[config.mk]
export PLATFORM = sky130hd
export DESIGN_NAME = tiafd_queue
export DESIGN_NICKNAME = d
export VERILOG_FILES = /design/src/hdl/tiafd_pkg.sv /design/src/hdl/tiafd_queue.sv
export SDC_FILE = /design/constraint.sdc
export NUM_CORES = 1
export LEC_CHECK = 0
export BUFFER_PORTS_ARGS = -buffer_cell sky130_fd_sc_hd__buf_2
export CAP_MARGIN = 20
export CORE_MARGIN = 4
export CORE_UTILIZATION = 40
export DETAILED_ROUTE_END_ITERATION = 10
export MAX_ROUTING_LAYER = met4
export PLACE_DENSITY = 0.71
export SLEW_MARGIN = 20
export SYNTH_ARGS = -nofsm -noshare
export SYNTH_HDL_FRONTEND = slang
export SYNTH_SLANG_ARGS = --single-unit
[constraint.sdc]
create_clock -name i_clk -period 11 [get_ports i_clk]
set_input_delay 1.65 -clock i_clk [delete_from_list [all_inputs] [get_ports i_clk]]
set_output_delay 1.65 -clock i_clk [all_outputs]
set_load 0.005 [all_outputs]
[src/hdl/tiafd_pkg.sv]
package tiafd_pkg;

    localparam int QueueDepthDefault = 4;

    localparam logic [4:0] OP_ADD    = 5'd0;
    localparam logic [4:0] OP_SUB    = 5'd1;
    localparam logic [4:0] OP_MUL    = 5'd2;
    localparam logic [4:0] OP_MIN    = 5'd3;
    localparam logic [4:0] OP_MAX    = 5'd4;
    localparam logic [4:0] OP_EQ     = 5'd5;
    localparam logic [4:0] OP_NE     = 5'd6;
    localparam logic [4:0] OP_LT     = 5'd7;
    localparam logic [4:0] OP_LE     = 5'd8;
    localparam logic [4:0] OP_GT     = 5'd9;
    localparam logic [4:0] OP_GE     = 5'd10;
    localparam logic [4:0] OP_DIV    = 5'd11;
    localparam logic [4:0] OP_MOD    = 5'd12;
    localparam logic [4:0] OP_AND    = 5'd13;
    localparam logic [4:0] OP_OR     = 5'd14;
    localparam logic [4:0] OP_XOR    = 5'd15;
    localparam logic [4:0] OP_NOT    = 5'd16;
    localparam logic [4:0] OP_SHL    = 5'd17;
    localparam logic [4:0] OP_SHR    = 5'd18;
    localparam logic [4:0] OP_ABS    = 5'd19;
    localparam logic [4:0] OP_ABSD   = 5'd20;
    localparam logic [4:0] OP_MASK   = 5'd21;
    localparam logic [4:0] OP_SELECT = 5'd22;
    localparam logic [4:0] OP_MULADD = 5'd23;

    typedef struct packed {
        logic [4:0]  cmd;
        logic [63:0] a;
        logic [63:0] b;
        logic [63:0] c;
        logic        sgn;
        logic [6:0]  w;
        logic        is_div;
    } t_item;

    function automatic logic [63:0] width_mask(input logic [6:0] w);
        logic [63:0] m;
        if (w >= 7'd64) begin
            m = '1;
        end else begin
            m = (64'd1 << w[5:0]) - 64'd1;
        end
        return m;
    endfunction

    function automatic logic [63:0] wrap_to(input logic [63:0] x, input logic [6:0] w,
                                            input logic sgn);
        logic [63:0] m;
        logic [63:0] r;
        logic [5:0]  top;
        m   = width_mask(w);
        top = 6'(w - 7'd1);
        r   = x & m;
        if (sgn && (w < 7'd64) && r[top]) begin
            r = r | ~m;
        end
        return r;
    endfunction

endpackage

[src/hdl/tiafd_queue.sv]
module tiafd_queue
    import tiafd_pkg::*;
#(
    parameter int DEPTH = QueueDepthDefault
) (
    input  logic  i_clk,
    input  logic  i_rst_n,
    input  logic  i_push,
    input  t_item i_item,
    input  logic  i_pop,
    output logic  o_full,
    output logic  o_valid,
    output t_item o_item
);

    localparam int PtrW = (DEPTH > 1) ? $clog2(DEPTH) : 1;
    localparam int CntW = $clog2(DEPTH + 1);

    t_item             r_mem [DEPTH];
    logic [PtrW-1:0]   r_wr_ptr;
    logic [PtrW-1:0]   r_rd_ptr;
    logic [CntW-1:0]   r_count;
    logic              do_pop;

    assign o_full  = (r_count == CntW'(DEPTH));
    assign o_valid = (r_count != '0);
    assign o_item  = r_mem[r_rd_ptr];
    assign do_pop  = i_pop & o_valid;

    always_ff @(posedge i_clk) begin
        if (i_push) begin
            r_mem[r_wr_ptr] <= i_item;
        end
    end

    always_ff @(posedge i_clk) begin
        if (!i_rst_n) begin
            r_wr_ptr <= '0;
            r_rd_ptr <= '0;
            r_count  <= '0;
        end else begin
            if (i_push) begin
                r_wr_ptr <= (r_wr_ptr == PtrW'(DEPTH - 1)) ? '0 : r_wr_ptr + 1'b1;
            end
            if (do_pop) begin
                r_rd_ptr <= (r_rd_ptr == PtrW'(DEPTH - 1)) ? '0 : r_rd_ptr + 1'b1;
            end
            if (i_push && !do_pop) begin
                r_count <= r_count + 1'b1;
            end else if (!i_push && do_pop) begin
                r_count <= r_count - 1'b1;
            end
        end
    end

endmodule

==> impl_metrics.csv <==
group,metric,value,unit
outcome,outcome,"finished, final reports clean",
placement,pre_cts_ws,6310,ps
critical_path,crit_path_start_kind,"register",
timing,fin_setup_tns,0,ps
timing,max_slew_margin,0.267,
global_routing,first_global_vias,14466,
floorplanning,top_level_ports,418,
timing,finalHoldViolCount,0,
logic_synthesis,synth.largest_area_cell,"edfxtp_1",
timing,slew_viol_final,0,
power,vdd_drop_max,0.164,mV
route,via_per_inst,5.12,
timing,fmax,190,MHz
logic_synthesis,synth_warnings,0,
logic_synthesis,yosys_register_bits,833,
timing,skew,26.6,ps
route,routed_wl,60100,microns
power,p_leak,0.0119,uW
floorplanning,coreArea,74600,sq um
route,wire_per_inst,22.7,microns
floorplanning,num_rows,100,
logic_synthesis,synth-seq-area-share,0.826,
power,p_seq_frac,0.475,
placement,place_hpwl,37200,microns
placement,finalWeightedCongestion,0.741,
global_routing,grt_usage,0.154,
flow_run,drv_cap,0,
layout,drive_gt1_frac,0.462,
clock_tree,clk_path_buf_depth,3,
critical_path,r2r_slack,7790,ps
logic_synthesis,yosysMostFrequentCell,"edfxtp_1",
route,final_antenna_net_count,0,
logic_synthesis,ys_types,22,
clock_tree,ctsHoldBuffers,0,
logic_synthesis,synth.top_cell.area_share,0.820,
critical_path,r2r-end,"r_mem[0][165]",
power,clkPwrFrac,0.347,
layout,area_growth_syn_to_layout,19.4,%
clock_tree,cts_buffers,85,
clock_tree,ctsHtreeMaxLevel,3,
critical_path,crit_fanout,68,
clock_tree,root_buffer,"clkbuf_16",
clock_tree,post_cts_buffers,0,
clock_tree,clkLatencyLatePin,630,ps
timing,fin_crit_sh,0.479,
logic_synthesis,synth_fp_nets,1339,
global_routing,grt_pass1_wl,89900,microns
timing,worst_slack,5730,ps
critical_path,cp_data_arrival_time,3620,ps
layout,final_nets,1816,
logic_synthesis,synth_edf_count,824,
route,dr.first_iter.drc_count,1059,
logic_synthesis,syn_inst,1122,
floorplanning,die_y,283,microns
critical_path,reg2regPathDepth,5,
timing,worst_slew_pin_slew,1100,ps
layout,fin_area,36000,sq um
placement,io_buffer_count,417,
worst_hold_path,hold_class,"register to register",
global_routing,antenna_found_initial,20,
critical_path,endpoint_kind,"output pin",
layout,ff_latch_area,24900,sq um
critical_path,critPathRequiredTime,9350,ps
floorplanning,fp.dieArea,79900,sq um
logic_synthesis,synth-main-ff-cell,"edfxtp_1",
power,switching_share,0.243,
worst_hold_path,hold_path_depth,2,
placement,place_area,33300,sq um
power,power.density,217,nW/um^2
clock_tree,cts_tree,"built",
logic_synthesis,synthArstFlopShare,0,
worst_hold_path,worstHoldStart,"r_rd_ptr[0]",
logic_synthesis,syn_avg_cell_area,26.9,sq um
global_routing,grt_max_degree,83,
floorplanning,start_util,0.405,
power,switchingPower,1900,uW
route,drc,0,
logic_synthesis,syn_area,30200,sq um
floorplanning,die_w,283,microns
clock_tree,clock-sinks,833,
layout,n_fill_cell,5989,
logic_synthesis,synthTopCellsByArea,"edfxtp_1 (82%), mux4_2 (15%), buf_6 (0.63%)",
timing,min_period,5270,ps
power,intPower,5920,uW
clock_tree,cts.repair.resized,0,
timing,rsz0062_at_grt,"no",
layout,multi_input_area,4920,sq um
timing,setup_viol,0,
logic_synthesis,synth_commonest_cells,"edfxtp_1 (824), mux4_2 (206), buf_2 (22), buf_6 (17), dfxtp_1 (9)",
power,p_comb_frac,0.178,
critical_path,rr_startpoint,"r_wr_ptr[0]",
route,vias,13591,
critical_path,critPathKind,"register to output pin",
global_routing,grt_overflow_total,0,
route,dr.pass1.iters,5,
clock_tree,clk_pin_slew_worst_paths,60,ps
## sequential cells by signal (all words and copies together), names as in the netlist, named ones only
register and count:
r_count 3, r_wr_ptr 2, r_rd_ptr 2, r_mem 824
## power by group through the flow
stage / combinational (uW) / clock (uW) / sequential [uW]
after floorplan: 906 / 0 / 3760
after global placement: 1360 / 0 / 3810
after detailed placement: 1380 / 0 / 3810
after CTS: 1390 / 2790 / 3750
after global routing: 1520 / 2940 / 3730
final: 1390 / 2720 / 3710
## cell families after synthesis
kind of cell               count (synthesis)  synth area share
xor gates and xnor gates                   2          0.000581
muxes                                    209             0.155
buffers and inverters                     49            0.0112
DFF                                      833             0.826
and+or+nand+nor                           17           0.00315
adders and majority gates                  7           0.00315
AOI/OAI and AO/OA                          5          0.000995
## layout make-up
cell class | count | share of cell area
timing repair buffer | 436 | 0.0628
sequential | 833 | 0.692
tap | 969 | 0.0337
inverter | 3 | 0.000313
multi-input combinational | 240 | 0.136
clock buffer | 101 | 0.0607
antenna | 19 | 0.00132
clock inverter | 51 | 0.0127
## worst max path at each step
stage                     slack [ps]  depth (start not counted)     endpoint
after CTS                       5620                          4  o_item[134]
after floorplan                 4090                          1  r_mem[0][0]
final                           5730                          4  o_item[134]
after global placement          6310                          4   o_item[76]
after detailed placement        6310                          4  o_item[134]
after global routing            5510                          4   o_item[62]
## worst max-delay path, cell delays in order, from the launching register on
cell	delay [ps]
dfxtp_4	740
buf_4	630
buf_4	850
mux4_2	430
buf_2	150
## cell usage in the layout (no fill, tap or decap), drive strengths merged, types with 5 or more instances in the layout
master  instances
inv            10
diode          19
buf           436
clkinv         37
bufinv          5
edfxtp        824
clkbuf        101
mux4          206
dfxtp           9
ha              6
and2            5
## stage by stage
step	power (uW)	hold slack [ps]	std cells	utilization
2_1_floorplan	4670	478	1122	-
3_3_place_gp	5170	496	2480	0.447
3_5_place_dp	5200	523	2480	0.447
4_1_cts	7930	551	2632	0.482
5_1_grt	8180	558	2651	0.483
6_report	7820	544	2652	0.483
## per-layer routing
layer | routed length [microns] | vias to the layer above | GRT usage
met3 | 5300 | 101 | 0.0519
met4 | 1370 | 0 | 0.0423
met5 | 0 | - | -
met2 | 29600 | 476 | 0.238
met1 | 23800 | 7139 | 0.196
li1 | - | 5875 | -
(Power assumes the default switching activity.)
