<file path="src/hdl/tiafd_pkg.sv">
package tiafd_pkg;

    localparam int QueueDepthDefault = 4;

    localparam logic [4:0] OP_ADD    = 5'd0;
    localparam logic [4:0] OP_SUB    = 5'd1;
    localparam logic [4:0] OP_MUL    = 5'd2;
    localparam logic [4:0] OP_MIN    = 5'd3;
    localparam logic [4:0] OP_MAX    = 5'd4;
    localparam logic [4:0] OP_EQ     = 5'd5;
    localparam logic [4:0] OP_NE     = 5'd6;
    localparam logic [4:0] OP_LT     = 5'd7;
    localparam logic [4:0] OP_LE     = 5'd8;
    localparam logic [4:0] OP_GT     = 5'd9;
    localparam logic [4:0] OP_GE     = 5'd10;
    localparam logic [4:0] OP_DIV    = 5'd11;
    localparam logic [4:0] OP_MOD    = 5'd12;
    localparam logic [4:0] OP_AND    = 5'd13;
    localparam logic [4:0] OP_OR     = 5'd14;
    localparam logic [4:0] OP_XOR    = 5'd15;
    localparam logic [4:0] OP_NOT    = 5'd16;
    localparam logic [4:0] OP_SHL    = 5'd17;
    localparam logic [4:0] OP_SHR    = 5'd18;
    localparam logic [4:0] OP_ABS    = 5'd19;
    localparam logic [4:0] OP_ABSD   = 5'd20;
    localparam logic [4:0] OP_MASK   = 5'd21;
    localparam logic [4:0] OP_SELECT = 5'd22;
    localparam logic [4:0] OP_MULADD = 5'd23;

    typedef struct packed {
        logic [4:0]  cmd;
        logic [63:0] a;
        logic [63:0] b;
        logic [63:0] c;
        logic        sgn;
        logic [6:0]  w;
        logic        is_div;
    } t_item;

    function automatic logic [63:0] width_mask(input logic [6:0] w);
        logic [63:0] m;
        if (w >= 7'd64) begin
            m = '1;
        end else begin
            m = (64'd1 << w[5:0]) - 64'd1;
        end
        return m;
    endfunction

    function automatic logic [63:0] wrap_to(input logic [63:0] x, input logic [6:0] w,
                                            input logic sgn);
        logic [63:0] m;
        logic [63:0] r;
        logic [5:0]  top;
        m   = width_mask(w);
        top = 6'(w - 7'd1);
        r   = x & m;
        if (sgn && (w < 7'd64) && r[top]) begin
            r = r | ~m;
        end
        return r;
    endfunction

endpackage

</file>
<file path="src/hdl/tiafd_front.sv">
module tiafd_front
    import tiafd_pkg::*;
(
    input  logic        i_start,
    input  logic        i_full,
    input  logic [4:0]  i_command,
    input  logic [63:0] i_operand_a,
    input  logic [63:0] i_operand_b,
    input  logic [63:0] i_operand_c,
    input  logic        i_is_signed,
    input  logic [6:0]  i_elem_width,
    output logic        o_push,
    output t_item       o_item
);

    logic [6:0] w;

    always_comb begin
        if (i_elem_width == 7'd0) begin
            w = 7'd1;
        end else if (i_elem_width > 7'd64) begin
            w = 7'd64;
        end else begin
            w = i_elem_width;
        end
    end

    assign o_push        = i_start & ~i_full;
    assign o_item.cmd    = i_command;
    assign o_item.a      = wrap_to(i_operand_a, w, i_is_signed);
    assign o_item.b      = wrap_to(i_operand_b, w, i_is_signed);
    assign o_item.c      = wrap_to(i_operand_c, w, i_is_signed);
    assign o_item.sgn    = i_is_signed;
    assign o_item.w      = w;
    assign o_item.is_div = (i_command == OP_DIV) || (i_command == OP_MOD);

endmodule

</file>
<file path="config.mk">
export PLATFORM = sky130hd
export DESIGN_NAME = tiafd_front
export DESIGN_NICKNAME = d
export VERILOG_FILES = /design/src/hdl/tiafd_pkg.sv /design/src/hdl/tiafd_front.sv
export SDC_FILE = /design/constraint.sdc
export NUM_CORES = 1
export LEC_CHECK = 0
export ABC_AREA = 1
export BUFFER_PORTS_ARGS = -buffer_cell sky130_fd_sc_hd__clkbuf_2
export CORE_UTILIZATION = 31
export DETAILED_ROUTE_END_ITERATION = 8
export MAX_ROUTING_LAYER = met4
export PLACE_DENSITY_LB_ADDON = 0.2
export SYNTH_ARGS = -nofsm -noshare
export SYNTH_HDL_FRONTEND = slang
export SYNTH_SLANG_ARGS = --single-unit
</file>
<file path="constraint.sdc">
create_clock -name vclk -period 4.54
set_input_delay 0.227 -clock vclk [all_inputs]
set_output_delay 0.227 -clock vclk [all_outputs]
set_load 0.02 [all_outputs]
</file>
==> results.md, run 1 <==
* Final TNS setup at 0 ns
* Global-route wire length before repair at 75600 microns
* VDD IR-drop max at 137 uV
* Dpl ws at -0.00649 ns
* # DRC at 0
* Global route total overflow at 0
* CP max-delay cell: ha_2
* Tcrit/Tclk final at 95.5%
* DR WL/cell at 21.2 microns
* Violations in the final reports: max-capacitance violations, max-slew violations
* Comb pwr share at 100.0%
* Routed Antenna Nets at 0
* Final instance area at 12500 sq um
* Max Cap Viol at 1
* Net Switching at 1.94 mW
* Vias in the first global route at 13300
* Netlist cell types at 34
* Pwr Density at 236 nW/um^2
* Synth warn at 0
* DR vias at 15300
* Final core occ at 46.4%
* Setup WS post-layout at 0.202 ns
* Pre-Repair DR Iteration Count at 6
* Max Slew Vio Count at 7
* Status: finished, violations left
* Area Growth Syn to Fin at 46.9%
* Drt total wl at 55800 microns
* Seq Cell Count at 0
* FF+latch area at 0 sq um
* Worst hold start: i_command[4]
* Worst Path Required at 4.31 ns
* Die Wd at 167 microns
* Ports at 414
* Placer Congestion at 1.05
* DIE AREA at 28100 sq um
* Power, Total at 2.94 mW
* Sequential fraction of the synthesis area at 0%
* Starting density of the core at 31.6%
* Clk pwr share at 0%
* Antenna violations before repair at 1
* Mapped Cells at 1847
* Synthesized Nets at 2060
* Least-Margin Pin Slew at 1.52 ns
* WHS at 0.691 ns
* Tmin final at 4.34 ns
* Critical path launch point type: primary input
* Leakage power at 7.94 nW
* Pint at 1.00 mW
* Fin cells at 2636
* # placed instances at 2595
* Max Clock Freq at 231 MHz
* Final hold violation count at 0
* Placed Area at 11300 sq um
* Critical Path Start: i_elem_width[0]
* Via/cell ratio at 5.81
* Crit path largest cell delay at 0.23 ns
* Rows at 60
* # clk buffers at 0
* Total Routing Usage GR at 35.1%
* Final-report setup violation count at 0
* Die Height at 167 microns
* Hold EP: o_item[205]
* Post-CTS Hold Fix Bufs at 0
* Most used cell, CP: nand3_1
* CP Capture Type: output pin
* Total core area at 26900 sq um
* Arrival time of the worst setup path at 4.11 ns
* Slew HR at -2.27%
* Layout cells sized above 1 at 31.1%
* Crit path max fanout at 27
* Switching share of power at 65.9%
* Post-synthesis average cell area at 4.60 sq um
* Min-delay worst type: primary input to output pin
* Hold Path Stages at 2
* Mapped Area at 8490 sq um
* DPL Wire Length at 41700 microns
* Power share of the sequential group at 0%
* I/O Buffers at 414
* # fillers at 3105
* Crit Path Class: primary input to output pin
* DRT iter0 DRCs at 2061
* Pin count of the biggest net entering global routing at 61
* Fin nets at 2509
-- kinds of logic after synthesis --
family / synth area share, %
AND/OR/NAND/NOR: 81.9
buffers and inverters: 12.9
AO/OA/AOI/OAI: 4.08
adder cells (fa/ha/maj): 0.884
XOR/XNOR: 0.310
-- area by class of cell --
cell class / count / area [sq um] / share of cell area (%)
Multi-Input combinational cell: 1594 / 7880 / 63.2
Timing Repair Buffer: 546 / 3560 / 28.6
Inverter: 154 / 596 / 4.78
Tap cell: 341 / 427 / 3.42
Antenna cell: 1 / 2.50 / 0.0201
-- power by group through the flow --
stage                     sequential (mW)    clock [mW]  combinational [mW]
after floorplan                         0             0                1.48
after global placement                  0             0                2.44
after detailed placement                0             0                2.44
after CTS                               0             0                2.47
after global routing                    0  0.0000000473                3.09
final                                   0  0.0000000457                2.94
-- worst max path at each step --
stage	end	depth (start not counted)
3_3_place_gp	o_item[122]	30
4_1_cts	o_item[128]	30
5_1_grt	o_item[114]	32
3_5_place_dp	o_item[113]	30
6_report	o_item[186]	30
2_1_floorplan	o_item[12]	27
-- Yosys cell counts, types with 4 or more instances --
cell type / n / area share [%]
ha_1: 6 / 0.88
a21oi_1: 10 / 0.59
buf_4: 17 / 1.5
clkbuf_1: 32 / 1.4
nor2_2: 20 / 1.5
nand3_2: 21 / 2.5
nor2_1: 152 / 6.7
nand2_1: 666 / 29
inv_1: 143 / 6.3
nor2_4: 4 / 0.53
inv_2: 8 / 0.35
o211ai_1: 6 / 0.53
nand2_2: 12 / 0.88
nor3_1: 5 / 0.29
o21ai_1: 8 / 0.47
nand3_1: 558 / 33
buf_2: 32 / 1.9
buf_1: 14 / 0.62
o21ai_0: 9 / 0.53
o21bai_1: 12 / 1.1
buf_6: 4 / 0.53
nand4_1: 87 / 6.4
-- routing by layer --
| metal | share of wire [%] | vias to the layer above | global-route usage, % |
|---|---|---|---|
| li1 | - | 7047 | - |
| met1 | 39 | 6944 | 43.7 |
| met2 | 45 | 1105 | 58.6 |
| met3 | 10 | 212 | 3.10 |
| met4 | 5.4 | 0 | 13.2 |
| met5 | 0 | - | - |
-- repair_timing --
item,in CTS,in global routing
hold endpoints to repair,0,0
pin swaps,0,32
setup buffers,0,20
gates resized for setup,2,131
gates cloned,1,19
setup endpoints to repair,3,192
-- layout by cell type, fill, tap and decap left out, types with 5 or more instances in the layout --
| master | count |
|---|---|
| inv_1 | 142 |
| nor2_4 | 16 |
| o21ai_2 | 8 |
| nand4_1 | 87 |
| nand2_4 | 6 |
| clkbuf_2 | 409 |
| nor2_1 | 127 |
| nand3_1 | 527 |
| inv_2 | 5 |
| nand2_1 | 646 |
| o21bai_1 | 9 |
| buf_12 | 13 |
| buf_4 | 99 |
| o211ai_1 | 6 |
| nor2_2 | 33 |
| nand2_2 | 28 |
| clkbuf_16 | 17 |
| o21ai_0 | 6 |
| a21oi_1 | 8 |
| nand3_2 | 47 |
| nand3_4 | 5 |
-- critical path: cells and delay by family --
kind / cells / cell delay, ns
AO/OA/AOI/OAI: 1 / 0.19
buffers and inverters: 6 / 0.86
AND/OR/NAND/NOR: 22 / 2.58
adder cells (fa/ha/maj): 1 / 0.23
(Power assumes the default switching activity.)
==> run 2, diff against run 1 <==
Settings changed: CAP_MARGIN set to 10, PLACE_DENSITY set to 0.61, PLACE_DENSITY_LB_ADDON 0.2 to unset.
==> run 2 against run 1 <==
Compared with the run above: highest routed layer unchanged; first-iteration DRC count down 15%; critical endpoint is now o_item[192]; non-clock buffer count increased by 107; the run now ends clean; critical path depth shrank 4; hold slack improved by 0.0025 ns; via count is 0.83% higher; cell area is 3.5% higher.
==> results.md, run 2 (synthesis results as in run 1) <==
* Tmin final at 4.31 ns (was 4.34 ns)
* # clk buffers at 0 (unchanged)
* FF+latch area at 0 sq um (unchanged)
* Final core occ at 48.0% (was 46.4%)
* Ports at 414 (unchanged)
* WHS at 0.694 ns (was 0.691 ns)
* Rows at 60 (unchanged)
* Critical path launch point type: primary input (unchanged)
* Total Routing Usage GR at 36.3% (was 35.1%)
* Crit path max fanout at 9 (was 27)
* Global-route wire length before repair at 78200 microns (was 75600 microns)
* Worst hold start: i_command[3] (was i_command[4])
* Most frequent cells in the layout: nand2_1, nand3_1, clkbuf_2 (unchanged)
* Status: finished, final reports clean (was finished, violations left)
* Routed Antenna Nets at 0 (unchanged)
* VDD IR-drop max at 124 uV (was 137 uV)
* Pre-Repair DR Iteration Count at 8 (was 6)
* Least-Margin Pin Slew at 0.813 ns (was 1.52 ns)
* Final-report setup violation count at 0 (unchanged)
* Pint at 1.01 mW (was 1.00 mW)
* Seq Cell Count at 0 (unchanged)
* Fin nets at 2616 (was 2509)
* Die Height at 167 microns (unchanged)
* Die Wd at 167 microns (unchanged)
* Slew HR at 45.7% (was -2.27%)
* Via/cell ratio at 5.63 (was 5.81)
* Min-delay worst type: primary input to output pin (unchanged)
* Worst Path Required at 4.31 ns (about the same)
* DR vias at 15400 (was 15300)
* Total core area at 26900 sq um (unchanged)
* Power, Total at 2.87 mW (was 2.94 mW)
* Final hold violation count at 0 (unchanged)
* Clk pwr share at 0% (about the same)
* DR WL/cell at 19.9 microns (was 21.2 microns)
* Placer Congestion at 1.05 (about the same)
* DPL Wire Length at 43600 microns (was 41700 microns)
* Leakage power at 8.32 nW (was 7.94 nW)
* # diodes at 0 (was 1)
* Commonest non-fill, non-tap cell in the layout: nand2_1 (unchanged)
* # fillers at 3059 (was 3105)
* Placed Area at 12300 sq um (was 11300 sq um)
* Max Slew Vio Count at 0 (was 7)
* Comb pwr share at 100.0% (about the same)
* DRT iter0 DRCs at 1756 (was 2061)
* Power share of the sequential group at 0% (about the same)
* # DRC at 0 (unchanged)
* Pin count of the biggest net entering global routing at 67 (was 61)
* Antenna violations before repair at 0 (was 1)
* Max Clock Freq at 232 MHz (was 231 MHz)
* CP Capture Type: output pin (unchanged)
* Hold EP: o_item[204] (was o_item[205])
* I/O Buffers at 414 (unchanged)
* Switching share of power at 64.9% (was 65.9%)
* Net Switching at 1.87 mW (was 1.94 mW)
* Max Cap Viol at 0 (was 1)
* Hold Path Stages at 2 (unchanged)
* Drt total wl at 54600 microns (was 55800 microns)
* Crit Path Class: primary input to output pin (unchanged)
* Post-CTS Hold Fix Bufs at 0 (unchanged)
* Vias in the first global route at 13700 (was 13300)
* Layout cells sized above 1 at 32.5% (was 31.1%)
* Pwr Density at 223 nW/um^2 (was 236 nW/um^2)
* Arrival time of the worst setup path at 4.09 ns (was 4.11 ns)
* DIE AREA at 28100 sq um (unchanged)
* Starting density of the core at 31.6% (unchanged)
* Global route total overflow at 0 (unchanged)
* Tcrit/Tclk final at 95.0% (was 95.5%)
* Final instance area at 12900 sq um (was 12500 sq um)
* Area Growth Syn to Fin at 52.0% (was 46.9%)
## run 2: final cells by class
| class | instances | area, sq um | share of cell area (%) |
|---|---|---|---|
| Inverter | 154 | 586 | 4.54 |
| Multi-Input combinational cell | 1594 | 7640 | 59.2 |
| Tap cell | 341 | 427 | 3.31 |
| Timing Repair Buffer | 653 | 4250 | 32.9 |
## run 2: how the worst max path moves through the flow
stage               startpoint  cells past startpoint  slack, ns           to
3_5_place_dp   i_elem_width[2]                     28       0.08  o_item[175]
3_3_place_gp   i_elem_width[2]                     28       0.08  o_item[175]
5_1_grt        i_elem_width[2]                     31      -0.07  o_item[177]
2_1_floorplan  i_elem_width[0]                     27       0.29   o_item[12]
4_1_cts        i_elem_width[2]                     28       0.07  o_item[175]
6_report       i_elem_width[6]                     26       0.23  o_item[192]
## run 2: critical path, stage by stage
cell and delay (ns):
clkbuf_2 0.15, buf_4 0.17, nor2_1 0.57, nor2_1 0.20, nand2_2 0.16, nand2_1 0.09
buf_4 0.14, nor2_2 0.13, nand2_1 0.11, nor2_2 0.13, buf_4 0.15, buf_4 0.11
nand3_1 0.10, o21ai_2 0.22, buf_4 0.15, nand4_1 0.07, nand3_1 0.10, nand3_1 0.11
nand3_2 0.11, nand3_2 0.11, nand3_4 0.11, buf_4 0.17, clkbuf_16 0.18, nand3_1 0.08
nand2_1 0.09, clkbuf_2 0.16
## run 2: metrics by stage
stage                     setup slack, ns  std cells  TNS, ns
final                               0.225       2742        0
after global routing              -0.0706       2742    -3.84
after CTS                          0.0701       2722        0
after detailed placement           0.0831       2722        0
after global placement             0.0811       2722        0
after floorplan                     0.294       1847        0
## run 2: routing by layer
layer | wire length, microns | global-route usage, %
met1 | 21900 | 45.8
met2 | 25800 | 61.8
met3 | 4690 | 1.96
met4 | 2190 | 11.5
met5 | 0 | -
## run 2: power by group through the flow
| stage | clock network (mW) | logic (mW) | registers [mW] |
|---|---|---|---|
| detailed placement | 0 | 2.56 | 0 |
| finish | 0 | 2.87 | 0 |
| global route | 0 | 3.05 | 0 |
| floorplan | 0 | 1.48 | 0 |
| CTS | 0 | 2.56 | 0 |
| global placement | 0 | 2.55 | 0 |
## run 2: timing repair
item / in CTS / in global routing
gates resized for setup: 0 / 77
buffers inserted: 0 / 7
endpoints found under the setup margin: 0 / 192
